## src/i2crm_pkg.sv

```systemverilog
// Package for the I2C register master: stream payload types, function codes,
// phase encoding, register map and the transmit byte selection.
// Used by all modules of the block; depends on nothing else.
package i2crm_pkg;

   localparam logic [1:0] FUNC_WRITE = 2'd0;
   localparam logic [1:0] FUNC_READ  = 2'd1;
   localparam logic [1:0] FUNC_BURST = 2'd2;
   localparam logic [1:0] FUNC_RSVD  = 2'd3;

   localparam logic [7:0] BURST_WRITE_ADDR = 8'h3C;
   localparam logic [7:0] BURST_READ_ADDR  = 8'h3D;
   localparam logic [7:0] BURST_REG        = 8'h03;
   localparam logic [7:0] MSB_MASK         = 8'h80;

   localparam int BURST_DEPTH = 6;
   localparam logic [2:0] BURST_LAST = 3'd5;
   localparam logic [2:0] BIT_LAST   = 3'd7;

   localparam logic [6:0]  DEV_ADDR_RESET  = 7'd30;
   localparam logic [15:0] HALF_TICK_RESET = 16'd2;

   localparam int CSR_ADDR_W = 3;
   localparam logic CSR_DEV_ADDR_IDX  = 1'b0;
   localparam logic CSR_HALF_TICK_IDX = 1'b1;

   typedef enum logic [14:0] {
      PH_IDLE       = 15'b000000000000001,
      PH_START_A    = 15'b000000000000010,
      PH_START_B    = 15'b000000000000100,
      PH_TX_LOW     = 15'b000000000001000,
      PH_TX_HIGH    = 15'b000000000010000,
      PH_TXACK_LOW  = 15'b000000000100000,
      PH_TXACK_HIGH = 15'b000000001000000,
      PH_RX_LOW     = 15'b000000010000000,
      PH_RX_HIGH    = 15'b000000100000000,
      PH_RXACK_LOW  = 15'b000001000000000,
      PH_RXACK_HIGH = 15'b000010000000000,
      PH_RESTART    = 15'b000100000000000,
      PH_STOP_LOW   = 15'b001000000000000,
      PH_STOP_HIGH  = 15'b010000000000000,
      PH_STOP_END   = 15'b100000000000000
   } phase_type;

   typedef struct packed {
      logic [3:0] pad;
      logic       sda_in;
      logic [7:0] write_data;
      logic [7:0] reg_addr;
      logic [1:0] func;
      logic       start_req;
   } req_type;

   typedef struct packed {
      logic [2:0]         pad;
      logic signed [15:0] axis_z;
      logic signed [15:0] axis_y;
      logic signed [15:0] axis_x;
      logic [7:0]         read_data;
      logic               nack_seen;
      logic               done_res;
      logic               busy_res;
      logic               sda_release;
      logic               scl;
   } rsp_type;

   typedef struct packed {
      logic [6:0]  dev_addr;
      logic [15:0] half_ticks;
   } cfg_type;

   // Byte sent at position k of the write part of a transaction.
   function automatic logic [7:0] tx_byte(input logic [1:0] f, input logic [6:0] dev,
                                          input logic [7:0] ra, input logic [7:0] wd,
                                          input logic [2:0] k);
      logic [7:0] res;
      if (k == 3'd0) begin
         res = (f == FUNC_BURST) ? BURST_WRITE_ADDR : {dev, 1'b0};
      end else if (k == 3'd1) begin
         res = (f == FUNC_BURST) ? BURST_REG : ra;
      end else if (f == FUNC_WRITE) begin
         res = wd;
      end else begin
         res = (f == FUNC_BURST) ? BURST_READ_ADDR : {dev, 1'b1};
      end
      return res;
   endfunction

endpackage

```

## src/i2crm_csr.sv

```systemverilog
// Configuration registers of the I2C register master behind an APB-style port.
// Depends on i2crm_pkg.
module i2crm_csr (
   input  logic                            clock,
   input  logic                            reset,
   input  logic                            csr_psel,
   input  logic                            csr_penable,
   input  logic                            csr_pwrite,
   input  logic [i2crm_pkg::CSR_ADDR_W-1:0] csr_paddr,
   input  logic [31:0]                     csr_pwdata,
   output logic [31:0]                     csr_prdata,
   output logic                            csr_pready,
   output i2crm_pkg::cfg_type              cfg
);

   logic [6:0]  dev_addr_ff;
   logic [15:0] half_ticks_ff;
   logic        wr_en;

   assign csr_pready = 1'b1;
   assign wr_en = csr_psel & csr_penable & csr_pwrite & csr_pready;

   always_ff @(posedge clock) begin
      if (reset) begin
         dev_addr_ff   <= i2crm_pkg::DEV_ADDR_RESET;
         half_ticks_ff <= i2crm_pkg::HALF_TICK_RESET;
      end else if (wr_en) begin
         if (csr_paddr[2] == i2crm_pkg::CSR_DEV_ADDR_IDX) begin
            dev_addr_ff <= csr_pwdata[6:0];
         end else begin
            half_ticks_ff <= csr_pwdata[15:0];
         end
      end
   end

   always_comb begin
      if (csr_paddr[2] == i2crm_pkg::CSR_HALF_TICK_IDX) begin
         csr_prdata = {16'd0, half_ticks_ff};
      end else begin
         csr_prdata = {25'd0, dev_addr_ff};
      end
   end

   assign cfg.dev_addr   = dev_addr_ff;
   assign cfg.half_ticks = half_ticks_ff;

endmodule

```

## src/i2crm_seq.sv

```systemverilog
// Bus phase sequencer of the I2C register master: holds the transaction state
// and computes one tick's bus levels and status per step. Depends on i2crm_pkg.
module i2crm_seq (
   input  logic                 clock,
   input  logic                 reset,
   input  logic                 step,
   input  i2crm_pkg::req_type   req,
   input  i2crm_pkg::cfg_type   cfg,
   output i2crm_pkg::rsp_type   rsp
);

   i2crm_pkg::phase_type phase_ff, phase_in, ph;
   logic [15:0] tick_ff, tick_in, tick;
   logic [2:0]  bit_ff, bit_in, bitc;
   logic [2:0]  byte_ff, byte_in, bytec;
   logic [7:0]  shift_ff, shift_in;
   logic        nack_ff, nack_in, nack;
   logic [1:0]  func_ff, func;
   logic [7:0]  reg_ff, regv;
   logic [7:0]  data_ff, datav;
   logic [7:0]  held_ff, held_in;
   logic [7:0]  burst_ff [i2crm_pkg::BURST_DEPTH];
   logic [7:0]  burst_view [i2crm_pkg::BURST_DEPTH];
   logic        burst_we;
   logic [7:0]  rx_shift;
   logic        take, busy, ph_end, done, scl, rel, rx_last, tx_bit;
   logic [15:0] hp;

   always_comb begin
      take  = (phase_ff == i2crm_pkg::PH_IDLE) && req.start_req
              && (req.func != i2crm_pkg::FUNC_RSVD);
      ph    = take ? i2crm_pkg::PH_START_A : phase_ff;
      tick  = take ? 16'd0 : tick_ff;
      bitc  = take ? 3'd0 : bit_ff;
      bytec = take ? 3'd0 : byte_ff;
      nack  = take ? 1'b0 : nack_ff;
      func  = take ? req.func : func_ff;
      regv  = take ? req.reg_addr : reg_ff;
      datav = take ? req.write_data : data_ff;

      hp      = (cfg.half_ticks == 16'd0) ? 16'd1 : cfg.half_ticks;
      rx_last = (func == i2crm_pkg::FUNC_READ) ? (bytec == 3'd0)
                                               : (bytec >= i2crm_pkg::BURST_LAST);
      tx_bit  = |(shift_ff & (i2crm_pkg::MSB_MASK >> bitc));
      rx_shift = {shift_ff[6:0], req.sda_in};

      scl = 1'b1;
      rel = 1'b1;
      case (ph)
         i2crm_pkg::PH_START_B:    begin scl = 1'b1; rel = 1'b0; end
         i2crm_pkg::PH_TX_LOW:     begin scl = 1'b0; rel = tx_bit; end
         i2crm_pkg::PH_TX_HIGH:    begin scl = 1'b1; rel = tx_bit; end
         i2crm_pkg::PH_TXACK_LOW:  begin scl = 1'b0; rel = 1'b1; end
         i2crm_pkg::PH_RX_LOW:     begin scl = 1'b0; rel = 1'b1; end
         i2crm_pkg::PH_RXACK_LOW:  begin scl = 1'b0; rel = rx_last; end
         i2crm_pkg::PH_RXACK_HIGH: begin scl = 1'b1; rel = rx_last; end
         i2crm_pkg::PH_RESTART:    begin scl = 1'b0; rel = 1'b1; end
         i2crm_pkg::PH_STOP_LOW:   begin scl = 1'b0; rel = 1'b0; end
         i2crm_pkg::PH_STOP_HIGH:  begin scl = 1'b1; rel = 1'b0; end
         default:                  begin scl = 1'b1; rel = 1'b1; end
      endcase

      busy   = (ph != i2crm_pkg::PH_IDLE);
      ph_end = busy && (({1'b0, tick} + 17'd1) >= {1'b0, hp});

      phase_in = ph;
      tick_in  = tick;
      bit_in   = bitc;
      byte_in  = bytec;
      shift_in = take ? shift_ff : shift_ff;
      nack_in  = nack;
      held_in  = held_ff;
      burst_we = 1'b0;
      done     = 1'b0;

      if (busy && !ph_end) begin
         tick_in = tick + 16'd1;
      end else if (ph_end) begin
         tick_in = 16'd0;
         case (ph)
            i2crm_pkg::PH_START_A: phase_in = i2crm_pkg::PH_START_B;
            i2crm_pkg::PH_START_B: begin
               shift_in = i2crm_pkg::tx_byte(func, cfg.dev_addr, regv, datav, bytec);
               bit_in   = 3'd0;
               phase_in = i2crm_pkg::PH_TX_LOW;
            end
            i2crm_pkg::PH_TX_LOW: phase_in = i2crm_pkg::PH_TX_HIGH;
            i2crm_pkg::PH_TX_HIGH: begin
               if (bitc == i2crm_pkg::BIT_LAST) begin
                  phase_in = i2crm_pkg::PH_TXACK_LOW;
               end else begin
                  bit_in   = bitc + 3'd1;
                  phase_in = i2crm_pkg::PH_TX_LOW;
               end
            end
            i2crm_pkg::PH_TXACK_LOW: phase_in = i2crm_pkg::PH_TXACK_HIGH;
            i2crm_pkg::PH_TXACK_HIGH: begin
               nack_in = nack | req.sda_in;
               if (bytec >= 3'd2) begin
                  if (func == i2crm_pkg::FUNC_WRITE) begin
                     phase_in = i2crm_pkg::PH_STOP_LOW;
                  end else begin
                     byte_in  = 3'd0;
                     bit_in   = 3'd0;
                     shift_in = 8'd0;
                     phase_in = i2crm_pkg::PH_RX_LOW;
                  end
               end else if (bytec == 3'd1 && func != i2crm_pkg::FUNC_WRITE) begin
                  byte_in  = 3'd2;
                  phase_in = i2crm_pkg::PH_RESTART;
               end else begin
                  byte_in  = bytec + 3'd1;
                  shift_in = i2crm_pkg::tx_byte(func, cfg.dev_addr, regv, datav,
                                                bytec + 3'd1);
                  bit_in   = 3'd0;
                  phase_in = i2crm_pkg::PH_TX_LOW;
               end
            end
            i2crm_pkg::PH_RESTART: phase_in = i2crm_pkg::PH_START_A;
            i2crm_pkg::PH_RX_LOW:  phase_in = i2crm_pkg::PH_RX_HIGH;
            i2crm_pkg::PH_RX_HIGH: begin
               shift_in = rx_shift;
               if (bitc == i2crm_pkg::BIT_LAST) begin
                  if (func == i2crm_pkg::FUNC_READ) begin
                     held_in = rx_shift;
                  end else if (bytec <= i2crm_pkg::BURST_LAST) begin
                     burst_we = 1'b1;
                  end
                  phase_in = i2crm_pkg::PH_RXACK_LOW;
               end else begin
                  bit_in   = bitc + 3'd1;
                  phase_in = i2crm_pkg::PH_RX_LOW;
               end
            end
            i2crm_pkg::PH_RXACK_LOW: phase_in = i2crm_pkg::PH_RXACK_HIGH;
            i2crm_pkg::PH_RXACK_HIGH: begin
               if (rx_last) begin
                  phase_in = i2crm_pkg::PH_STOP_LOW;
               end else begin
                  byte_in  = bytec + 3'd1;
                  bit_in   = 3'd0;
                  shift_in = 8'd0;
                  phase_in = i2crm_pkg::PH_RX_LOW;
               end
            end
            i2crm_pkg::PH_STOP_LOW:  phase_in = i2crm_pkg::PH_STOP_HIGH;
            i2crm_pkg::PH_STOP_HIGH: phase_in = i2crm_pkg::PH_STOP_END;
            default: begin
               done     = 1'b1;
               phase_in = i2crm_pkg::PH_IDLE;
            end
         endcase
      end

      for (int i = 0; i < i2crm_pkg::BURST_DEPTH; i++) begin
         burst_view[i] = (burst_we && bytec == 3'(i)) ? rx_shift : burst_ff[i];
      end

      rsp.pad         = 3'd0;
      rsp.scl         = scl;
      rsp.sda_release = rel;
      rsp.busy_res    = busy;
      rsp.done_res    = done;
      rsp.nack_seen   = nack_in;
      rsp.read_data   = held_in;
      rsp.axis_x      = {burst_view[0], burst_view[1]};
      rsp.axis_y      = {burst_view[2], burst_view[3]};
      rsp.axis_z      = {burst_view[4], burst_view[5]};
   end

   always_ff @(posedge clock) begin
      if (reset) begin
         phase_ff <= i2crm_pkg::PH_IDLE;
         tick_ff  <= 16'd0;
         bit_ff   <= 3'd0;
         byte_ff  <= 3'd0;
         shift_ff <= 8'd0;
         nack_ff  <= 1'b0;
         func_ff  <= i2crm_pkg::FUNC_WRITE;
         reg_ff   <= 8'd0;
         data_ff  <= 8'd0;
         held_ff  <= 8'd0;
      end else if (step) begin
         phase_ff <= phase_in;
         tick_ff  <= tick_in;
         bit_ff   <= bit_in;
         byte_ff  <= byte_in;
         shift_ff <= shift_in;
         nack_ff  <= nack_in;
         func_ff  <= func;
         reg_ff   <= regv;
         data_ff  <= datav;
         held_ff  <= held_in;
      end
   end

   always_ff @(posedge clock) begin
      if (step && burst_we) begin
         burst_ff[bytec] <= rx_shift;
      end
   end

endmodule

```

## src/i2c_register_master.sv

```systemverilog
// I2C register master that takes one request item per clock cycle while rsp_tready is high,
// each item being one bus tick, and returns one result item for it through the input register
// and the result register, with the phase sequencer between them. Sustained rate is one item
// per cycle while rsp_tready is high. Depends on i2crm_pkg, i2crm_csr and i2crm_seq.
module i2c_register_master (
   input  logic        clock,
   input  logic        reset,
   input  logic        req_tvalid,
   output logic        req_tready,
   // start_req[0], func[2:1], reg_addr[10:3], write_data[18:11], sda_in[19], zero[23:20]
   input  logic [23:0] req_tdata,
   output logic        rsp_tvalid,
   input  logic        rsp_tready,
   // scl[0], sda_release[1], busy_res[2], done_res[3], nack_seen[4], read_data[12:5],
   // axis_x[28:13], axis_y[44:29], axis_z[60:45], zero[63:61]
   output logic [63:0] rsp_tdata,
   input  logic        csr_psel,
   input  logic        csr_penable,
   input  logic        csr_pwrite,
   input  logic [2:0]  csr_paddr,
   input  logic [31:0] csr_pwdata,
   output logic [31:0] csr_prdata,
   output logic        csr_pready
);

   i2crm_pkg::cfg_type cfg;
   i2crm_pkg::req_type in_data_ff;
   i2crm_pkg::rsp_type seq_rsp, out_data_ff;
   logic in_valid_ff, in_valid_in;
   logic out_valid_ff, out_valid_in;
   logic advance;

   i2crm_csr u_csr (
      .clock       (clock),
      .reset       (reset),
      .csr_psel    (csr_psel),
      .csr_penable (csr_penable),
      .csr_pwrite  (csr_pwrite),
      .csr_paddr   (csr_paddr),
      .csr_pwdata  (csr_pwdata),
      .csr_prdata  (csr_prdata),
      .csr_pready  (csr_pready),
      .cfg         (cfg)
   );

   i2crm_seq u_seq (
      .clock (clock),
      .reset (reset),
      .step  (advance),
      .req   (in_data_ff),
      .cfg   (cfg),
      .rsp   (seq_rsp)
   );

   assign advance      = in_valid_ff && (!out_valid_ff || rsp_tready);
   assign req_tready   = !in_valid_ff || advance;
   assign in_valid_in  = (req_tvalid && req_tready) || (in_valid_ff && !advance);
   assign out_valid_in = advance || (out_valid_ff && !rsp_tready);

   always_ff @(posedge clock) begin
      if (reset) begin
         in_valid_ff  <= 1'b0;
         out_valid_ff <= 1'b0;
      end else begin
         in_valid_ff  <= in_valid_in;
         out_valid_ff <= out_valid_in;
      end
   end

   always_ff @(posedge clock) begin
      if (req_tvalid && req_tready) begin
         in_data_ff <= req_tdata;
      end
      if (advance) begin
         out_data_ff <= seq_rsp;
      end
   end

   assign rsp_tvalid = out_valid_ff;
   assign rsp_tdata  = out_data_ff;

   assert property (@(posedge clock) disable iff (reset)
      !out_valid_ff |-> req_tready)
      else $error("Input stalled while the result register is empty.");

   assert property (@(posedge clock) disable iff (reset)
      (rsp_tvalid && !out_data_ff.busy_res) |-> (out_data_ff.scl && out_data_ff.sda_release))
      else $error("Bus not released in an idle tick.");

   assert property (@(posedge clock) disable iff (reset)
      (rsp_tvalid && out_data_ff.done_res) |-> out_data_ff.busy_res)
      else $error("Stop completion reported outside a transaction.");

   assert property (@(posedge clock)
      reset |=> (!rsp_tvalid && !in_valid_ff))
      else $error("Pipeline holds an item after reset.");

endmodule
```

## config.mk

```make
export PLATFORM = sky130hd
export DESIGN_NAME = i2c_register_master
export DESIGN_NICKNAME = d
export VERILOG_FILES = /design/src/i2crm_pkg.sv /design/src/i2crm_csr.sv /design/src/i2crm_seq.sv /design/src/i2c_register_master.sv
export SDC_FILE = /design/constraint.sdc
export NUM_CORES = 1
export LEC_CHECK = 0
export BUFFER_PORTS_ARGS = -buffer_cell sky130_fd_sc_hd__buf_2
export CORE_MARGIN = 5
export CORE_UTILIZATION = 48
export CTS_CLUSTER_DIAMETER = 60
export DETAILED_ROUTE_END_ITERATION = 8
export GPL_ROUTABILITY_DRIVEN = 0
export GPL_TIMING_DRIVEN = 0
export MAX_ROUTING_LAYER = met4
export PLACE_DENSITY_LB_ADDON = 0.3
export SYNTH_ARGS = -nofsm -noshare
export SYNTH_HDL_FRONTEND = slang
export SYNTH_HIERARCHICAL = 1
export SYNTH_SLANG_ARGS = --single-unit
```

## constraint.sdc

```tcl
create_clock -name clock -period 10.2 [get_ports clock]
set_input_delay 1.02 -clock clock [delete_from_list [all_inputs] [get_ports clock]]
set_output_delay 1.02 -clock clock [all_outputs]
set_load 0.05 [all_outputs]
```

== After elaboration in Yosys (flattened, before gate mapping) ==
Memory sizes are Yosys's and may differ from the RTL's. A register that Yosys moved wholly into a read port is not among the register bits.
Cells that the tools add are included.
Operators by class
  add/sub/neg operators: 4
  magnitude comparators: 4
  eq/ne operators: 24
  shifts and indexed selects: 1
  multiplexer cells: 69
  bitwise operators: 7
  reductions and logical operators: 36
Operators with widths (number)
  case mux 15 bit (13 select lines): 1
  2-to-1 mux 8 bit: 19
  2-to-1 mux 16 bit: 5
  2-to-1 mux 15 bit: 4
  2-to-1 mux 3 bit: 15
  case mux 8 bit (4 select lines): 1
  2-to-1 mux 13 bit: 2
  adder 16 x 1 -> 17 bit (second input constant): 1
  >= comparator 17 x 16 -> 1 bit: 1
  adder 16 x 1 -> 16 bit (second input constant): 1
  zero test 16 bit: 1
  == test 15 x 1 -> 1 bit (second input constant): 1
  == test 15 x 10 -> 1 bit (second input constant): 1
  == test 15 x 11 -> 1 bit (second input constant): 1
  == test 15 x 12 -> 1 bit (second input constant): 1
  == test 15 x 13 -> 1 bit (second input constant): 1
  == test 15 x 14 -> 1 bit (second input constant): 1
  == test 15 x 2 -> 1 bit (second input constant): 1
  == test 15 x 3 -> 1 bit (second input constant): 1
  == test 15 x 4 -> 1 bit (second input constant): 1
  == test 15 x 5 -> 1 bit (second input constant): 1
  == test 15 x 6 -> 1 bit (second input constant): 1
  == test 15 x 7 -> 1 bit (second input constant): 1
  == test 15 x 8 -> 1 bit (second input constant): 1
  40 further kinds: 81
Storage, ports and cells
  flip-flop bits (word level): 130
  memory bits (writable): 48
  input bits: 66
  output and inout port bits: 99
  logic and storage cells: 171
  memories kept: 1
Memories
  u_seq.burst_ff: depth 6, width 8, rd ports 6, clocked after memory_dff 6, write ports 1, RTL line i2crm_seq.sv:22  | logic [7:0] burst_ff [i2crm_pkg::BURST_DEPTH];

== Depth between registers and ports, before layout ==
  depth after elaboration: 14
  gate-level depth with buffers: 24
  depth with buffers taken out: 18

== Hierarchy ==
Netlist, hierarchy kept.
Modules (own cells, without submodules)
  i2crm_seq: instances 1, cells each 899, area each 7642.3 µm², seq. area each 2882.8 µm²
  i2c_register_master: instances 1, cells each 98, area each 2746.4 µm², seq. area each 2682.6 µm²
  i2crm_csr: instances 1, cells each 134, area each 1296.2 µm², seq. area each 460.4 µm²

== Worst setup path after synthesis ==
No wires, ideal clock.
  path kind: register to register
  start: register in_data_ff[2] (netlist name)
  end: memory u_seq.burst_ff[3][0] (enable)
  library setup time: 0.395 ns
  data arrival time: 5.413 ns
  required time: 9.805 ns
  path slack: 4.393 ns
  cell stages (with the launch flop): 22
  buffers on the path: 4
  period minus slack after synthesis: 5.807 ns
  path through: edfxtp_1 > clkbuf_1 > nand2_1 > and3b_1 > clkbuf_1 > nand2_1 > clkbuf_1 > clkbuf_1 > and2_1 > ha_1 > nand3_1 > a211o_1 > or3_1 > a21oi_1 > ha_1 > nand3_1 > or4_1 > o2111ai_1 > nor2_1 > nor2_1 > nand2_1 > nor4_1
Between the ends
  word-level cells in the longest chain between the ends: 13
  elaborated cells on any way between the ends: 26
  those cells by class: add/sub (1); order compare (2); eq/ne (5); mux (13); reduce/logical (5)
RTL lines
  start, declared: RTL line i2c_register_master.sv:27  | i2crm_pkg::req_type in_data_ff;
  start signal, assigned: RTL line i2c_register_master.sv:72  | in_data_ff <= req_tdata;
  branches (longest 13 deep; another with adder 16 x 1 -> 17 bit)
  end, declared: RTL line i2crm_seq.sv:22
Parallel ways; which one is timed is not known.

== Worst setup path after layout ==
  start: register in_data_ff[2] (netlist name)
  end: memory u_seq.burst_ff[1][4] (enable)
Same word-level chain as after synthesis.

==> metrics.yaml <==
timing:
  hold_viol_final: 0
  tns_ns: 0
  drv_slew: 0
  max_slew_margin_pct: 17.5
  setup-violations-final: 0
  min_period_ns: 7.90
  whs_ns: 0.456
  layout_setup_ws_ns: 2.30
  period_share_pct: 77.4
  fin_skew_ns: 0.0114
  worst-slew-pin-transition_ns: 1.21
  rsz0062_at_grt: "no"
  clock.fmax_mhz: 127
cts:
  clk_latency_ns: 0.52
  cts_resized: 0
  clkSinkCount: 229
  cts_tree: "done"
  clk_pin_slew_worst_paths_ns: 0.06
  numCtsBuffers: 24
  cts.path.max_buffers: 3
  clockRootBuffer: "clkbuf_16"
  cts_setup_buffers: 0
  htreeDepth: 1
  postCtsHoldBufs: 0
logic_synthesis:
  yosysWarnings: 6
  synthCells: 1127
  netlist_area_um2: 11600
  syn_avg_cell_area_um2: 10.3
finish:
  most-common-layout-cells: "132 x edfxtp_1, 130 x buf_2, 121 x nand2_1, 97 x dfxtp_1, 93 x nor2_1"
  fin_area_um2: 13500
  syn2layout_area_growth_pct: 16.6
  final_common_cell: "edfxtp_1"
  drive_gt1_share_pct: 19.4
  antennaDiodeCount: 0
  utilization_pct: 57.1
  nets: 1388
  nFillCells: 2058
detailed_routing:
  vias_per_cell: 5.60
  drtAntennaViolNets: 0
  remaining_drc_errors: 0
  firstDrtPassIters: 6
  routed_wl_um: 29700
  vias: 9138
  drtIter0Drc: 815
  routedWlPerCell_um: 18.2
place:
  hpwl_um: 21800
  placed_area_um2: 12700
  io_buffers: 124
  post-place-ws_ns: 2.46
grt:
  grt_pass1_wl_um: 46300
  top_usage_layer: "met2"
  antenna_found_initial: 0
  grt_pass1_vias: 8804
  grt_overflow: 0
  grtUsageTotal_pct: 21.9
  met1_usage_pct: 28.5
  globalRouteMet3Util_pct: 3.10
  grt_start_max_net_pins: 66
  use_met2_pct: 35.4
setup_path:
  crit_type: "reg2reg"
  cp.arrival_ns: 8.05
  required_ns: 10.35
  startpoint_type: "register"
  crit_top_cell: "clkbuf_1"
  cp_cell_sequence: "clkbuf_1 -> nand2_1 -> and3b_1 -> clkbuf_1 -> nand2_1 -> clkbuf_1 -> clkbuf_1 -> and2_1 -> ha_1 -> nand3_1 -> a211o_1 -> or3_1 -> a21oi_1 -> ha_1 -> nand4_1 -> or4_1 -> o2111ai_1 -> nor2_1 -> nor2_1 -> clkbuf_1 -> nand4_1 -> nor2_1"
  critPathMaxStageDelay_ns: 0.65
  critPathSlowestCell: "nor2_1"
  critPathCaptureType: "register"
  path_max_fanout: 10
floorplanning:
  die-area_um2: 27300
  start_util_pct: 49.0
  die_h_um: 165
  ioPinCount: 165
  core_um2: 23600
  dieWidth_um: 165
  fp-row-count: 56
power:
  ir_drop_v: 0.0000932
  power.density_nw_per_um2: 156
  p_leak_nw: 5.17
flow_run:
  maxCapViolCount: 0
min_path:
  worst_hold_path_type: "reg2reg"
run_status:
  status: "completed"
path summary, 6_finish.rpt:
| path | from | endpoint | slack [ns] | cells after the start |
|---|---|---|---|---|
| worst min-delay path | u_seq/reg_ff[3]$_SDFFE_PP0P_ | u_seq/reg_ff[3]$_SDFFE_PP0P_ | 0.46 | 2 |
| worst max register to register | in_data_ff[2]$_DFFE_PP_ | u_seq/burst_ff[1][4]$_DFFE_PP_ | 2.30 | 22 |
| worst max-delay path | in_data_ff[2]$_DFFE_PP_ | u_seq/burst_ff[1][4]$_DFFE_PP_ | 2.30 | 22 |
| worst min register to register | u_seq/reg_ff[3]$_SDFFE_PP0P_ | u_seq/reg_ff[3]$_SDFFE_PP0P_ | 0.46 | 2 |
critical path: cells and delay by family, from the launching register on:
kind / cells / cell delay, ns
buffers and inverters: 5 / 2.07
adder cells (fa/ha/maj): 2 / 0.50
AO/OA/AOI/OAI: 3 / 0.95
flip-flops: 1 / 0.32
AND/OR/NAND/NOR: 12 / 3.68
stage by stage:
stage / total power, mW / cells
CTS: 2.12 / 1632
finish: 2.10 / 1632
floorplan: 1.17 / 1144
global route: 2.17 / 1632
global placement: 1.22 / 1587
detailed placement: 1.22 / 1588
metal layers:
metal | vias to the layer above | share of wire [%] | wire, um
met4 | 0 | 3.2 | 941
met1 | 4253 | 42 | 12500
li1 | 4384 | - | -
met3 | 77 | 8.1 | 2400
met2 | 424 | 47 | 13900
met5 | - | 0 | 0
power breakdown:
group          leakage, nW  switching (mW)  internal [mW]
logic                 2.79           0.145         0.0567
clock network        0.392           0.354          0.538
registers             1.98          0.0119          0.993
state kept, by name (all words and copies together), names as in the netlist, 7 cells and up:
name                 count
u_seq/burst_ff          48
in_data_ff              20
u_seq/phase_ff          15
rsp_tdata               64
u_seq/held_ff            8
u_seq/data_ff            8
u_seq/tick_ff           16
u_seq/shift_ff           8
u_csr/dev_addr_ff        7
u_seq/reg_ff             8
u_csr/half_ticks_ff     16
area by class of cell:
type / instances / area [um^2] / area share, %
Sequential cell: 229 / 5910 / 43.8
Multi-Input combinational cell: 789 / 5120 / 38.0
Timing Repair Buffer: 125 / 628 / 4.66
Clock buffer: 30 / 623 / 4.62
Buffer: 90 / 479 / 3.55
Tap cell: 319 / 399 / 2.96
Clock inverter: 14 / 188 / 1.39
Inverter: 36 / 135 / 1.00
Note: power is estimated with default switching activity, not from simulation.
